**src/hdl/ihex_pkg.sv**
```systemverilog
// Shared types, codes and constants of the hex record parser.
`default_nettype none
package ihex_pkg;

   // Fixed geometry and gates of the address map
   localparam logic [32:0] IMAGE_BYTES = 33'd16777216;
   localparam logic [24:0] FLASH_GATE  = 25'd1048576;
   localparam logic [10:0] BLOCK_GATE  = 11'd1024;
   // Upper half of the flash window offset
   localparam logic [15:0] FLASH_PAGE  = 16'h6000;
   localparam logic [7:0]  COLON       = 8'h3A;
   localparam logic [7:0]  NEWLINE     = 8'h0A;
   // Largest parse position: colon, eight header characters, 255 data bytes and the first checksum character
   localparam logic [9:0]  FP_MAX      = 10'd520;

   // Configuration port
   localparam int unsigned CSR_DATA_W = 25;
   localparam logic CSR_CODE_BYTES  = 1'b0;
   localparam logic CSR_BLOCK_BYTES = 1'b1;

   // Record types
   localparam logic [7:0] REC_DATA    = 8'h00;
   localparam logic [7:0] REC_EOF     = 8'h01;
   localparam logic [7:0] REC_EXT_SEG = 8'h02;
   localparam logic [7:0] REC_EXT_LIN = 8'h04;

   // Result kinds
   localparam logic [1:0] KIND_DATA   = 2'd0;
   localparam logic [1:0] KIND_ACCEPT = 2'd1;
   localparam logic [1:0] KIND_END    = 2'd2;
   localparam logic [1:0] KIND_ERROR  = 2'd3;

   // Error causes
   localparam logic [2:0] CAUSE_NONE     = 3'd0;
   localparam logic [2:0] CAUSE_NO_COLON = 3'd1;
   localparam logic [2:0] CAUSE_DIGIT    = 3'd2;
   localparam logic [2:0] CAUSE_SHORT    = 3'd3;
   localparam logic [2:0] CAUSE_RANGE    = 3'd4;
   localparam logic [2:0] CAUSE_CHECKSUM = 3'd5;

   typedef struct packed {
      logic [7:0] text_char;
      logic       new_file;
   } req_item_type;

   typedef struct packed {
      logic [1:0]  result_kind;
      logic [23:0] write_address;
      logic [7:0]  write_byte;
      logic [31:0] data_byte_total;
      logic [2:0]  error_cause;
   } rsp_item_type;

   typedef struct packed {
      logic         hit;
      rsp_item_type item;
   } parse_out_type;

   // Decode one ASCII hex digit: bit 4 flags a valid digit, bits 3:0 hold its value
   function automatic logic [4:0] hex_value(input logic [7:0] c);
      logic [4:0] r;
      r = 5'd0;
      if (c >= 8'h30 && c <= 8'h39) begin
         r = {1'b1, 4'(c - 8'h30)};
      end else if (c >= 8'h41 && c <= 8'h46) begin
         r = {1'b1, 4'(c - 8'h37)};
      end else if (c >= 8'h61 && c <= 8'h66) begin
         r = {1'b1, 4'(c - 8'h57)};
      end
      return r;
   endfunction

endpackage
`default_nettype wire

```
**src/hdl/intel_hex_record_parser_core.sv**
```systemverilog
// Top level of the hex record parser: input register, decoder and result register.
`default_nettype none
// Takes one text character per transfer and sustains one character per clock
// while the result channel does not stall. A character waits in the input
// register until the result register can take it, is decoded against the record
// state and lands in the result register at the next edge; characters that cause
// no result pass through the same two stages. The input side stalls only while
// both the input register and an unread result are full. The user must write
// configuration through the csr port only while no character is in flight; the
// block itself does not enforce it.
module intel_hex_record_parser_core
   import ihex_pkg::*;
(
   input  logic                  clock,
   input  logic                  reset,
   input  logic                  req_valid,
   output logic                  req_ready,
   input  req_item_type          req_item,
   output logic                  rsp_valid,
   input  logic                  rsp_ready,
   output rsp_item_type          rsp_item,
   input  logic                  csr_wr_en,
   input  logic                  csr_index,
   input  logic [CSR_DATA_W-1:0] csr_wdata
);

   logic          in_valid_ff, in_valid_in;
   req_item_type  in_item_ff;
   logic          space;
   logic          advance;
   parse_out_type result;

   // Move the held character on whenever the result register can take it
   assign advance   = in_valid_ff && space;
   assign req_ready = !in_valid_ff || space;

   always_comb begin
      in_valid_in = in_valid_ff;
      if (req_valid && req_ready) begin
         in_valid_in = 1'b1;
      end else if (advance) begin
         in_valid_in = 1'b0;
      end
   end

   always_ff @(posedge clock) begin
      if (reset) begin
         in_valid_ff <= 1'b0;
      end else begin
         in_valid_ff <= in_valid_in;
      end
   end

   always_ff @(posedge clock) begin
      if (req_valid && req_ready) begin
         in_item_ff <= req_item;
      end
   end

   ihex_parse u_parse (
      .clock     (clock),
      .reset     (reset),
      .step_en   (advance),
      .item      (in_item_ff),
      .csr_wr_en (csr_wr_en),
      .csr_index (csr_index),
      .csr_wdata (csr_wdata),
      .result    (result)
   );

   ihex_rsp_reg u_rsp_reg (
      .clock     (clock),
      .reset     (reset),
      .load      (advance),
      .result    (result),
      .space     (space),
      .rsp_ready (rsp_ready),
      .rsp_valid (rsp_valid),
      .rsp_item  (rsp_item)
   );

endmodule
`default_nettype wire

```
**src/hdl/ihex_parse.sv**
```systemverilog
// Parse state, configuration registers and per-character record decoding.
`default_nettype none
module ihex_parse
   import ihex_pkg::*;
(
   input  logic                  clock,
   input  logic                  reset,
   input  logic                  step_en,
   input  req_item_type          item,
   input  logic                  csr_wr_en,
   input  logic                  csr_index,
   input  logic [CSR_DATA_W-1:0] csr_wdata,
   output parse_out_type         result
);

   logic [24:0] code_bytes_ff;
   logic [10:0] block_bytes_ff;

   logic [9:0]  fp_ff, fp_in;
   logic [7:0]  len_ff, len_in;
   logic [15:0] offset_ff, offset_in;
   logic [7:0]  type_ff, type_in;
   logic [7:0]  sum_ff, sum_in;
   logic [3:0]  nibble_ff, nibble_in;
   logic [15:0] payload_ff, payload_in;
   logic [31:0] base_ff, base_in;
   logic [7:0]  done_ff, done_in;
   logic [31:0] total_ff, total_in;
   logic        halted_ff, halted_in;
   logic        skip_ff, skip_in;

   logic [7:0]  c;
   logic [4:0]  hexv;
   logic [3:0]  nib;
   logic [9:0]  d;
   logic [9:0]  len_end;
   logic        is_ext;
   logic [7:0]  data_b;
   logic [7:0]  sum_next;
   logic [32:0] range_sum;
   logic [32:0] total_sum;
   logic [15:0] page_delta;
   logic        qualify;
   logic        clear_rec;

   // Configuration writes
   always_ff @(posedge clock) begin
      if (reset) begin
         code_bytes_ff  <= '0;
         block_bytes_ff <= '0;
      end else if (csr_wr_en) begin
         unique case (csr_index)
            CSR_CODE_BYTES:  code_bytes_ff  <= csr_wdata[24:0];
            CSR_BLOCK_BYTES: block_bytes_ff <= csr_wdata[10:0];
            default: ;
         endcase
      end
   end

   // Parse state: advance once per character transfer
   always_ff @(posedge clock) begin
      if (reset) begin
         fp_ff      <= '0;
         len_ff     <= '0;
         offset_ff  <= '0;
         type_ff    <= '0;
         sum_ff     <= '0;
         nibble_ff  <= '0;
         payload_ff <= '0;
         base_ff    <= '0;
         done_ff    <= '0;
         total_ff   <= '0;
         halted_ff  <= 1'b0;
         skip_ff    <= 1'b0;
      end else if (step_en) begin
         fp_ff      <= fp_in;
         len_ff     <= len_in;
         offset_ff  <= offset_in;
         type_ff    <= type_in;
         sum_ff     <= sum_in;
         nibble_ff  <= nibble_in;
         payload_ff <= payload_in;
         base_ff    <= base_in;
         done_ff    <= done_in;
         total_ff   <= total_in;
         halted_ff  <= halted_in;
         skip_ff    <= skip_in;
      end
   end

   // Decode one character against the current record
   always_comb begin
      fp_in      = fp_ff;
      len_in     = len_ff;
      offset_in  = offset_ff;
      type_in    = type_ff;
      sum_in     = sum_ff;
      nibble_in  = nibble_ff;
      payload_in = payload_ff;
      base_in    = base_ff;
      done_in    = done_ff;
      total_in   = total_ff;
      halted_in  = halted_ff;
      skip_in    = skip_ff;
      result     = '0;
      clear_rec  = 1'b0;

      c    = item.text_char;
      hexv = hex_value(c);
      nib  = hexv[3:0];

      // A new file drops everything before this character is used
      if (item.new_file) begin
         fp_in      = '0;
         len_in     = '0;
         offset_in  = '0;
         type_in    = '0;
         sum_in     = '0;
         nibble_in  = '0;
         payload_in = '0;
         done_in    = '0;
         skip_in    = 1'b0;
         base_in    = '0;
         total_in   = '0;
         halted_in  = 1'b0;
      end

      d          = fp_in - 10'd1;
      is_ext     = (type_in == REC_EXT_SEG || type_in == REC_EXT_LIN) && len_in == 8'd2;
      len_end    = {1'b0, len_in, 1'b0} + 10'd9;
      data_b     = {nibble_in, nib};
      sum_next   = sum_in + data_b;
      range_sum  = 33'(offset_in) + 33'(base_in) + 33'(len_in);
      total_sum  = 33'(total_in) + 33'(len_in);
      page_delta = payload_in - FLASH_PAGE;
      qualify    = code_bytes_ff > FLASH_GATE && block_bytes_ff >= BLOCK_GATE &&
                   payload_in >= FLASH_PAGE &&
                   {page_delta, 16'h0000} < 32'(code_bytes_ff);

      if (halted_in) begin
         // hold until a new file
      end else if (skip_in) begin
         if (c == NEWLINE) begin
            skip_in = 1'b0;
         end
      end else if (fp_in == '0) begin
         if (c != COLON) begin
            clear_rec                = 1'b1;
            halted_in                = 1'b1;
            result.hit               = 1'b1;
            result.item.result_kind  = KIND_ERROR;
            result.item.error_cause  = CAUSE_NO_COLON;
         end else begin
            len_in     = '0;
            offset_in  = '0;
            type_in    = '0;
            sum_in     = '0;
            nibble_in  = '0;
            payload_in = '0;
            done_in    = '0;
            fp_in      = 10'd1;
         end
      end else if (c == NEWLINE) begin
         clear_rec               = 1'b1;
         halted_in               = 1'b1;
         result.hit              = 1'b1;
         result.item.result_kind = KIND_ERROR;
         result.item.error_cause = CAUSE_SHORT;
      end else if (d >= 10'd8 && type_in != REC_DATA && !is_ext) begin
         // Unknown record body: count characters only and accept the record at its end
         fp_in = fp_in + 10'd1;
         if (d == len_end) begin
            fp_in                   = '0;
            skip_in                 = 1'b1;
            result.hit              = 1'b1;
            result.item.result_kind = KIND_ACCEPT;
         end
      end else if (!hexv[4]) begin
         if (d >= 10'd8 && is_ext) begin
            // Drop a malformed extended record quietly
            fp_in   = '0;
            skip_in = 1'b1;
         end else begin
            clear_rec               = 1'b1;
            halted_in               = 1'b1;
            result.hit              = 1'b1;
            result.item.result_kind = KIND_ERROR;
            result.item.error_cause = CAUSE_DIGIT;
         end
      end else begin
         fp_in = fp_in + 10'd1;
         if (!d[0]) begin
            nibble_in = nib;
         end else begin
            sum_in = sum_next;
            if (d == 10'd1) begin
               len_in = data_b;
            end else if (d == 10'd3) begin
               offset_in = {data_b, 8'h00};
            end else if (d == 10'd5) begin
               offset_in[7:0] = data_b;
            end else if (d == 10'd7) begin
               // Record type known: check range, end of file, count data bytes
               type_in = data_b;
               if (range_sum >= IMAGE_BYTES) begin
                  clear_rec               = 1'b1;
                  halted_in               = 1'b1;
                  result.hit              = 1'b1;
                  result.item.result_kind = KIND_ERROR;
                  result.item.error_cause = CAUSE_RANGE;
               end else if (data_b == REC_EOF) begin
                  clear_rec               = 1'b1;
                  halted_in               = 1'b1;
                  result.hit              = 1'b1;
                  result.item.result_kind = KIND_END;
               end else if (data_b == REC_DATA) begin
                  total_in = total_sum[32] ? '1 : total_sum[31:0];
               end
            end else if (is_ext) begin
               if (d == 10'd9) begin
                  payload_in = {data_b, 8'h00};
               end else if (d == 10'd11) begin
                  payload_in[7:0] = data_b;
               end else begin
                  fp_in   = '0;
                  skip_in = 1'b1;
                  if (sum_next == 8'h00) begin
                     if (type_in == REC_EXT_SEG) begin
                        base_in = {12'h000, payload_in, 4'h0};
                     end else if (qualify) begin
                        base_in = {page_delta, 16'h0000};
                     end else begin
                        base_in = {payload_in, 16'h0000};
                     end
                     result.hit              = 1'b1;
                     result.item.result_kind = KIND_ACCEPT;
                  end
               end
            end else if (done_in < len_in) begin
               result.hit                = 1'b1;
               result.item.result_kind   = KIND_DATA;
               result.item.write_address = 24'(offset_in) + base_in[23:0] + 24'(done_in);
               result.item.write_byte    = data_b;
               done_in                   = done_in + 8'd1;
            end else if (sum_next != 8'h00) begin
               clear_rec               = 1'b1;
               halted_in               = 1'b1;
               result.hit              = 1'b1;
               result.item.result_kind = KIND_ERROR;
               result.item.error_cause = CAUSE_CHECKSUM;
            end else begin
               fp_in                   = '0;
               skip_in                 = 1'b1;
               result.hit              = 1'b1;
               result.item.result_kind = KIND_ACCEPT;
            end
         end
      end

      // Drop the record after an error or the end record
      if (clear_rec) begin
         fp_in      = '0;
         len_in     = '0;
         offset_in  = '0;
         type_in    = '0;
         sum_in     = '0;
         nibble_in  = '0;
         payload_in = '0;
         done_in    = '0;
         skip_in    = 1'b0;
      end

      result.item.data_byte_total = total_in;
   end

`ifndef SYNTHESIS
   a_fp_bound: assert property (@(posedge clock) disable iff (reset) fp_ff <= FP_MAX)
      else $error("parse position out of range");
   a_error_halts: assert property (@(posedge clock) disable iff (reset)
      step_en && result.hit &&
      (result.item.result_kind == KIND_ERROR || result.item.result_kind == KIND_END)
      |=> halted_ff)
      else $error("error or end record did not halt the parse");
   a_halted_silent: assert property (@(posedge clock) disable iff (reset)
      halted_ff && !item.new_file |-> !result.hit)
      else $error("result produced while halted");
   a_cause_kind: assert property (@(posedge clock) disable iff (reset)
      result.hit |-> ((result.item.result_kind == KIND_ERROR) ==
                      (result.item.error_cause != CAUSE_NONE)))
      else $error("error cause does not match result kind");
`endif

endmodule
`default_nettype wire

```
**src/hdl/ihex_rsp_reg.sv**
```systemverilog
// Result register between the decoder and the result channel.
`default_nettype none
module ihex_rsp_reg
   import ihex_pkg::*;
(
   input  logic          clock,
   input  logic          reset,
   input  logic          load,
   input  parse_out_type result,
   output logic          space,
   input  logic          rsp_ready,
   output logic          rsp_valid,
   output rsp_item_type  rsp_item
);

   logic         valid_ff, valid_in;
   rsp_item_type item_ff, item_in;

   // Free when empty or when the held result leaves this cycle
   assign space = !valid_ff || rsp_ready;

   always_comb begin
      valid_in = valid_ff;
      item_in  = item_ff;
      if (load) begin
         valid_in = result.hit;
         item_in  = result.item;
      end else if (rsp_ready) begin
         valid_in = 1'b0;
      end
   end

   always_ff @(posedge clock) begin
      if (reset) begin
         valid_ff <= 1'b0;
      end else begin
         valid_ff <= valid_in;
      end
   end

   always_ff @(posedge clock) begin
      item_ff <= item_in;
   end

   assign rsp_valid = valid_ff;
   assign rsp_item  = item_ff;

`ifndef SYNTHESIS
   a_no_overwrite: assert property (@(posedge clock) disable iff (reset)
      valid_ff && !rsp_ready |-> !load)
      else $error("held result overwritten");
   a_hold: assert property (@(posedge clock) disable iff (reset)
      valid_ff && !rsp_ready |=> valid_ff && $stable(item_ff))
      else $error("stalled result changed");
   a_load_valid: assert property (@(posedge clock) disable iff (reset)
      load |=> valid_ff == $past(result.hit))
      else $error("result valid does not follow decoder");
`endif

endmodule
`default_nettype wire
```
**config.mk**
```make
export PLATFORM = sky130hd
export DESIGN_NAME = intel_hex_record_parser_core
export DESIGN_NICKNAME = d
export VERILOG_FILES = /design/src/hdl/ihex_pkg.sv /design/src/hdl/intel_hex_record_parser_core.sv /design/src/hdl/ihex_parse.sv /design/src/hdl/ihex_rsp_reg.sv
export SDC_FILE = /design/constraint.sdc
export NUM_CORES = 1
export LEC_CHECK = 0
export BUFFER_PORTS_ARGS = -buffer_cell sky130_fd_sc_hd__buf_4
export CAP_MARGIN = 20
export CORE_ASPECT_RATIO = 2
export CORE_MARGIN = 5
export CORE_UTILIZATION = 40
export CTS_CLUSTER_SIZE = 24
export DETAILED_ROUTE_END_ITERATION = 10
export SETUP_SLACK_MARGIN = 0.5
export SLEW_MARGIN = 20
export SYNTH_ARGS = -nofsm -noshare
export SYNTH_HDL_FRONTEND = slang
export SYNTH_SLANG_ARGS = --single-unit
```
**constraint.sdc**
```tcl
create_clock -name clock -period 8.2 [get_ports clock]
set_input_delay 0.82 -clock clock [delete_from_list [all_inputs] [get_ports clock]]
set_output_delay 0.82 -clock clock [all_outputs]
set_load 0.02 [all_outputs]
```
* After elaboration in Yosys (flattened, before gate mapping)
Index checks and enable logic that the tools add are counted.
** Cells by class
- Muxes and demuxes :: 240
- $add $sub $neg :: 14
- Magnitude comparators :: 13
- Bitwise logic cells :: 4
- Reductions and logical operators :: 29
- Eq/ne operators :: 13
** Operators with widths (number)
- $mux W32 :: 41
- $mux W8 :: 57
- $mux W16 :: 26
- $mux W10 :: 21
- $mux W35 :: 6
- $mux W3 :: 27
- $mux W1 :: 46
- $mux W4 :: 10
- $add A16 B32 Y33 :: 1
- $add A32 B8 Y33 :: 1
- $add A33 B8 Y33 :: 1
- $ge A33 B25 Y1 const B :: 1
- $lt A32 B25 Y1 :: 1
- $gt A25 B21 Y1 const B :: 1
- $add A16 B24 Y24 :: 1
- $add A24 B8 Y24 :: 1
- $eq A10 B3 Y1 const B :: 2
- $eq A10 B4 Y1 const B :: 2
- $eq A8 B2 Y1 const B :: 2
- $ge A16 B15 Y1 const B :: 1
- $ge A8 B7 Y1 const B :: 2
- $le A8 B7 Y1 const B :: 2
- $logic_not A8 Y1 :: 2
- $reduce_bool A8 Y1 :: 2
- other kinds (31) :: 56
** Word-level totals
- Register bits after elaboration :: 260
- Logic and storage cells :: 336
- Output and inout bits :: 71

* Depth between registers and ports, before layout
Gate-level depths: netlist of the first run.
- Depth after elaboration :: 23
- Gate-level depth with buffers :: 26

* Modules after synthesis
A second synthesis of the first run with hierarchy kept.
** Second synthesis, totals
- Cells, all modules :: 2269
- Area total of the unflattened synthesis :: 17907.2 µm²
** Modules (own cells, without submodules)
- ihex_parse :: times used 1, area each 15448.6 µm², cells an instance 2181
- ihex_rsp_reg :: times used 1, area each 2125.8 µm², cells an instance 73
- intel_hex_record_parser_core :: times used 1, area each 332.8 µm², cells an instance 15

* Worst setup path after synthesis of the first run
Ideal clock, no wire load.
- Kind :: register to register
- From :: register in_item_ff[0] in the netlist's numbering
- To :: register u_rsp_reg.item_ff (netlist bit u_rsp_reg.rsp_item[27]) (data pin)
- Buffers on the path :: 12
- Setup slack :: 2.104 ns
- Period minus slack after synthesis :: 6.096 ns
- Cell stages (with the launch flop) :: 26
- Arrival :: 5.838 ns
- Path through :: edfxtp_1 -> buf_2 -> buf_2 -> buf_2 -> buf_2 -> clkbuf_1 -> clkbuf_1 -> buf_1 -> clkbuf_1 -> clkbuf_1 -> nor2b_1 -> ha_1 -> ha_1 -> clkbuf_1 -> nand4_1 -> a2111oi_0 -> o21ai_0 -> a21oi_1 -> o311ai_0 -> or2_2 -> or4_4 -> or2_1 -> buf_2 -> buf_6 -> o21ai_0 -> nand2_1
** RTL lines
- start: declaration :: RTL line intel_hex_record_parser_core.sv:28 : req_item_type in_item_ff;
- start signal: assignment :: RTL line intel_hex_record_parser_core.sv:56 : in_item_ff <= req_item;
- end signal: assignment :: RTL line ihex_rsp_reg.sv:42 : item_ff <= item_in;
- end: declaration :: RTL line ihex_rsp_reg.sv:17 : rsp_item_type item_ff, item_in;

* Worst setup path in the final report of the first run
- From :: register in_item_ff[1] in the netlist's numbering
- To :: register u_parse.base_ff[6]
** Between the ends
- Word-level cells in the longest chain between the ends :: 22
- Elaborated cells between the ends (all ways) :: 33
- Classes of those cells :: add/sub (4); order compare (6); eq/ne (1); mux (18); reduce/logical (4)
** RTL lines
- $ge A8 B7 Y1 / $le A8 B7 Y1 (equally long branches) :: RTL line ihex_pkg.sv:67 : end else if (c >= 8'h61 && c <= 8'h66) begin
- $logic_and A1 B1 Y1 :: RTL line ihex_pkg.sv:67
- $mux W5 :: RTL line ihex_pkg.sv:67
- $mux W5 :: RTL line ihex_pkg.sv:65 : end else if (c >= 8'h41 && c <= 8'h46) begin
- $mux W5 (*) :: RTL line ihex_pkg.sv:63 : if (c >= 8'h30 && c <= 8'h39) begin
- named net u_parse.data_b[0] :: RTL line ihex_parse.sv:38 : logic [7:0] data_b;
- $add A8 B8 Y8 (*) :: RTL line ihex_parse.sv:132 : sum_next = sum_in + data_b;
- $logic_not A8 Y1 (*) :: RTL line ihex_parse.sv:227 : if (sum_next == 8'h00) begin
- (+7 left out)
- $mux W32 (*) :: RTL line ihex_parse.sv:196 : if (d == 10'd1) begin
- $mux W32 (*) :: RTL line ihex_parse.sv:192 : if (!d[0]) begin
- $mux W32 (*) :: RTL line ihex_parse.sv:178 : end else if (!hexv[4]) begin
- $mux W32 (*) :: RTL line ihex_parse.sv:169 : end else if (d >= 10'd8 && type_in != REC_DATA && !is_ext) begin
- $mux W32 (*) :: RTL line ihex_parse.sv:163 : end else if (c == NEWLINE) begin
- $mux W32 (*) :: RTL line ihex_parse.sv:146 : end else if (fp_in == '0) begin
- $mux W32 (*) :: RTL line ihex_parse.sv:142 : end else if (skip_in) begin
- $mux W32 (*) :: RTL line ihex_parse.sv:140 : if (halted_in) begin
- end signal: assignment :: RTL line ihex_parse.sv:83 : base_ff <= base_in;
- end: declaration :: RTL line ihex_parse.sv:26 : logic [31:0] base_ff, base_in;
Mark *: on every way through the listed nets, which the timed path passes. The rest lies on a longest branch.
A chain may end at the register's enable or synchronous reset.

==> results.yml, run 1 <==
run_status:
  status: "finished clean"
place:
  dp_hpwl_um: 57900
  portBuffers: 110
  gp_congestion: 1.02
  dpl_cell_area_mm2: 0.0189
  dp_slack_ps: 2320
synth:
  ys_seq_elements: 250
  synth_seq_area_share: 0.331
  syn_area_per_cell_um2: 8.06
  synth_edf_count: 78
  ys_types: 105
  yosysTopAreaCell: "dfxtp_1"
  synth_nets: 2301
  synth_flop_cell: "dfxtp_1"
  synthArstFlopShare: 0
  syn_area_mm2: 0.0175
  synthCells: 2166
  yosys-top-cells-area: "dfxtp_1, edfxtp_1, ha_1"
  ys_top_cells_by_count: "nand2_1, nor2_1, dfxtp_1"
  yosysTopAreaCellShare: 0.197
  yosysMostFrequentCell: "nand2_1"
  ys_warn_count: 0
floorplan:
  die_w_um: 158
  num_rows: 108
  core_mm2: 0.0432
  die_h_um: 305
  start_util: 0.404
  ios: 111
  dieArea_mm2: 0.0482
clock_network:
  clk_pin_slew_ps: 70
  ctsRootBufferMaster: "clkbuf_16"
  hold_buffers: 0
  htreeDepth: 1
  clkLatencyLatePin_ps: 590
  cts_tree: "yes"
  cts_buffer_depth: 3
  cts.sink_count: 250
  post_cts_buffers: 0
  numCtsBuffers: 26
  ctsResizeCount: 0
pwr:
  vdd_drop_max_mv: 0.146
  leakage_nw: 7.47
  clkPwrFrac: 0.456
  p_per_area_mw_per_mm2: 149
  internal_power_mw: 2.17
  p_sw_frac: 0.271
  power.share.sequential: 0.446
  switchingPower_mw: 0.806
  comb_power_share: 0.098
  power.total_mw: 2.97
detailed_routing:
  ant_nets: 0
  viasPerCell: 6.33
  wire_per_inst_um: 27.2
  dr.first_iter.drc_count: 1455
  drt-total-wl_um: 76400
  first_pass_iters: 6
  drc: 0
  vias: 17800
worst_setup_path:
  arrival_ps: 6440
  start_kind: "register"
  crit_type: "reg -> reg"
  worstPathRequired_ps: 8660
  crit_fanout: 26
  cp-end-kind: "register"
timing:
  hold_violations: 0
  rsz0062_at_grt: "false"
  relSlewSlack: 0.159
  slew_viol_final: 0
  max_freq_ghz: 0.167
  setup_viol: 0
  setup_ws_ps: 2220
  fin_skew_ps: 23.9
  min_period_over_period: 0.729
  tightest_slew_ps: 1260
  period_needed_ps: 5980
  setup-tns-final_ps: 0
job:
  maxCapViolCount: 0
grt:
  antenna_found_initial: 2
  track_usage: 0.308
  grt_pass1_vias: 17600
  grt_pass1_wl_um: 112000
  gr-total-overflow: 0
  grt_start_max_net_pins: 141
final_layout:
  area_growth_pct: 13.8
  n_fill_cell: 4321
  postLayoutCellArea_mm2: 0.0199
  drive_gt1_frac: 0.126
  finalNetCount: 2370
worst_hold_path:
  hp-class: "in -> reg"
cell families after synthesis:
kind of cell / synth area share
adders and majority gates: 0.0737
AOI/OAI and AO/OA: 0.231
buffers and inverters: 0.0482
xor gates and xnor gates: 0.0254
DFF: 0.331
muxes: 0.0144
and+or+nand+nor: 0.275
worst max-delay path, cell delays in order (launching register included):
cell       delay, ps
edfxtp_1         470
inv_1            170
ha_1             230
o21bai_1         110
a21oi_1          400
xnor2_1          110
buf_4            180
nor2_1           490
ha_1             300
fa_1             450
or3_1            400
a221oi_1         270
o2111ai_1        270
a211oi_1         520
a31oi_1          200
o41ai_2          620
a21oi_4          350
a22o_1           320
state kept, by name, summed over array words and instances (netlist names), 4 cells and up:
signal                 cells
u_parse.code_bytes_ff     25
u_parse.len_ff             8
u_parse.fp_ff             10
u_parse.type_ff            8
u_parse.base_ff           32
in_item_ff                 9
u_parse.sum_ff             8
u_parse.done_ff            8
u_rsp_reg.rsp_item        69
u_parse.total_ff          32
u_parse.payload_ff        16
u_parse.offset_ff         16
u_parse.nibble_ff          4
final timing paths:
| check | start | slack, ps | end | cells after the start |
|---|---|---|---|---|
| max | in_item_ff[1] | 2220 | u_parse.base_ff[6] | 17 |
| min reg2reg | u_parse.offset_ff[8] | 450 | u_parse.offset_ff[8] | 2 |
| min | req_item[0] | 420 | in_item_ff[0] | 1 |
| max reg2reg | in_item_ff[1] | 2220 | u_parse.base_ff[6] | 17 |
routing by layer:
layer | part of all wire | wire, µm | global-route usage | up-vias
met5 | 0 | 0 | 0 | -
met2 | 0.50 | 38100 | 0.541 | 870
met4 | 0.10 | 7670 | 0.247 | 0
met1 | 0.34 | 25900 | 0.320 | 8482
li1 | - | - | - | 8117
met3 | 0.061 | 4680 | 0.0430 | 294
cells in the final DEF, fill, tap and decap left out, types with 82 or more instances in the layout:
| cell type | netlist | layout |
|---|---|---|
| o21ai_0 | 110 | 109 |
| inv_1 | 92 | 91 |
| buf_4 | 1 | 161 |
| nor2_1 | 199 | 196 |
| nor2b_1 | 87 | 87 |
| ha_1 | 82 | 82 |
| nand3_1 | 87 | 87 |
| dfxtp_1 | 172 | 172 |
| a21oi_1 | 137 | 137 |
| nand2_1 | 259 | 259 |
per-stage QoR:
stage / std cells / hold slack (ps) / utilization
2_1_floorplan: 2166 / 418 / -
3_3_place_gp: 2757 / 434 / 0.437
3_5_place_dp: 2757 / 438 / 0.437
4_1_cts: 2805 / 405 / 0.459
5_1_grt: 2805 / 416 / 0.459
6_report: 2806 / 423 / 0.460
final cells by class:
type	instances	area, µm²	area share
Timing Repair Buffer	162	1230	0.0618
Tap cell	550	688	0.0346
Multi-Input combinational cell	1702	10900	0.547
Antenna cell	1	2.50	0.000126
Clock inverter	17	206	0.0104
Inverter	93	352	0.0177
Sequential cell	250	5790	0.291
Clock buffer	31	743	0.0374
power by group through the flow:
| stage | Sequential (mW) | Clock, mW | Combinational [mW] |
|---|---|---|---|
| after global placement | 1.35 | 0 | 0.284 |
| after floorplan | 1.36 | 0 | 0.144 |
| after detailed placement | 1.35 | 0 | 0.286 |
| final | 1.32 | 1.36 | 0.290 |
| after global routing | 1.33 | 1.42 | 0.307 |
| after CTS | 1.32 | 1.37 | 0.286 |
Power figures use the tool's default switching activity.
==> run 2: changes to the inputs <==
Clock period 8.2 ns to 6.1 ns, I/O delays scaled along.
==> results.yml, run 2 (synthesized netlist as in run 1, its figures left out) <==
place:
  gp_congestion: 1.06
  portBuffers: 110
  dp_hpwl_um: 57500
  place_inst: 2785
clock_network:
  cts_tree: "yes"
  clk_pin_slew_ps: 70
  ctsRootBufferMaster: "clkbuf_16"
  htreeDepth: 1
  hold_buffers: 0
  numCtsBuffers: 26
  cts.sink_count: 250
  clkLatencyLatePin_ps: 590
  cts_buffer_depth: 3
timing:
  slew_viol_final: 0
  relSlewSlack: 0.220
  max_freq_ghz: 0.190
  period_needed_ps: 5250
  min_period_over_period: 0.861
  rsz0062_at_grt: "false"
  hold_violations: 0
  setup_viol: 0
  fin_skew_ps: 21.0
  tightest_slew_ps: 1160
  setup-tns-final_ps: 0
final_layout:
  n_fill_cell: 4362
  instances_no_fill: 2836
  antenna_cells: 0
  final_common_cell: "nand2_1"
  drive_gt1_frac: 0.140
  final_util: 0.465
  final_cell_mix: "nand2_1, nor2_1, buf_4"
  multi_input_area_mm2: 0.0109
  finalNetCount: 2401
  seqCellArea_mm2: 0.00579
  largest_reg_flops: 69
  area_growth_pct: 15.3
worst_setup_path:
  timing.rr.start: "in_item_ff[0]"
  cp_top_family: "compound AO/OA/AOI/OAI gates"
  reg2reg_depth: 19
  slowest_stage: "o21ai_0"
  worstPathRequired_ps: 6420
  critPathMostFrequentCell: "o21ai_0"
  arrival_ps: 5570
  crit_path_start: "in_item_ff[0]"
  cp_num_buf_inv: 5
  path_depth: 19
  cpPeakStageDelay_ps: 610
  crit_chain: "buf_12, nor2b_1, inv_1, fa_1, inv_1, ha_1, inv_1, fa_1, nor2b_1, o21ai_0, a21boi_0, o21ai_0, a21boi_0, o21ai_0, buf_4, o21ai_0, a41oi_1, xnor2_1, nor2_1"
  crit_type: "reg -> reg"
  cp-end-kind: "register"
  start_kind: "register"
  crit_fanout: 60
floorplan:
  ios: 111
  die_h_um: 305
  start_util: 0.404
  core_mm2: 0.0432
  die_w_um: 158
  dieArea_mm2: 0.0482
  num_rows: 108
grt:
  grt_pass1_vias: 17500
  antenna_found_initial: 0
  track_usage: 0.300
  grt_pass1_wl_um: 110000
  grt_start_max_net_pins: 72
  gr-total-overflow: 0
pwr:
  leakage_nw: 7.66
  p_per_area_mw_per_mm2: 196
  vdd_drop_max_mv: 0.299
detailed_routing:
  drt-total-wl_um: 74700
  viasPerCell: 6.27
  wire_per_inst_um: 26.3
  drc: 0
  first_pass_iters: 8
  vias: 17800
  dr.first_iter.drc_count: 1403
  ant_nets: 0
worst_hold_path:
  min_from: "req_item[4]"
  hold_depth: 1
  hp-class: "in -> reg"
job:
  maxCapViolCount: 0
run_status:
  status: "finished clean"
==> run 2: changes by cell type in the layout (fill, tap and decap cells not counted), sizes merged <==
cell / delta
buf: +31
bufinv: -1
clkinv: +2
clkinvlp: -4
diode: -1
inv: +3
==> run 2: report_power, final <==
part | switching [mW] | internal (mW)
clock network | 0.773 | 0.995
registers | 0.0288 | 1.75
logic | 0.273 | 0.121
total | 1.07 | 2.87
==> run 2: layout make-up <==
cell class / instances / share of cell area
Sequential cell: 250 / 0.287
Timing Repair Buffer: 193 / 0.0732
Clock inverter: 17 / 0.00957
Tap cell: 550 / 0.0342
Multi-Input combinational cell: 1702 / 0.542
Inverter: 93 / 0.0175
Clock buffer: 31 / 0.0364
==> run 2: final timing paths <==
kind / end / slack [ps]
worst max-delay path: u_rsp_reg.rsp_item[66] / 850
worst min-delay path: in_item_ff[4] / 210
worst max register to register: u_rsp_reg.rsp_item[66] / 850
worst min register to register: u_parse.base_ff[14] / 450
==> run 2: per-stage QoR <==
stage	worst slack [ps]	area, µm²	power, mW	hold slack [ps]
floorplan	524	17500	2.03	418
global placement	595	19100	2.20	432
detailed placement	483	19100	2.20	431
CTS	577	20100	3.96	192
global route	493	20100	4.06	198
finish	845	20100	3.94	210
==> run 2: repair_timing <==
item,in CTS,in global routing
buffers inserted,3,0
gates resized for setup,0,7
pin swaps,1,0
setup endpoints to repair,8,83
==> run 2: layer usage <==
metal  wire (µm)  part of all wire  up-vias  GRT usage
met3        4360             0.058      290     0.0365
met2       37200              0.50      798      0.526
met5           0                 0        -          0
met4        7970              0.11        0      0.256
met1       25100              0.34     8514      0.309
li1            -                 -     8174          -
==> run 2: worst register-to-register path, delay by kind of cell, from the launching register on <==
kind                       cells  cell delay (ps)
adders and majority gates      3             1020
buffers and inverters          5              680
AOI/OAI and AO/OA              7             1920
DFF                            1              470
xor gates and xnor gates       1              180
and+or+nand+nor                3              730
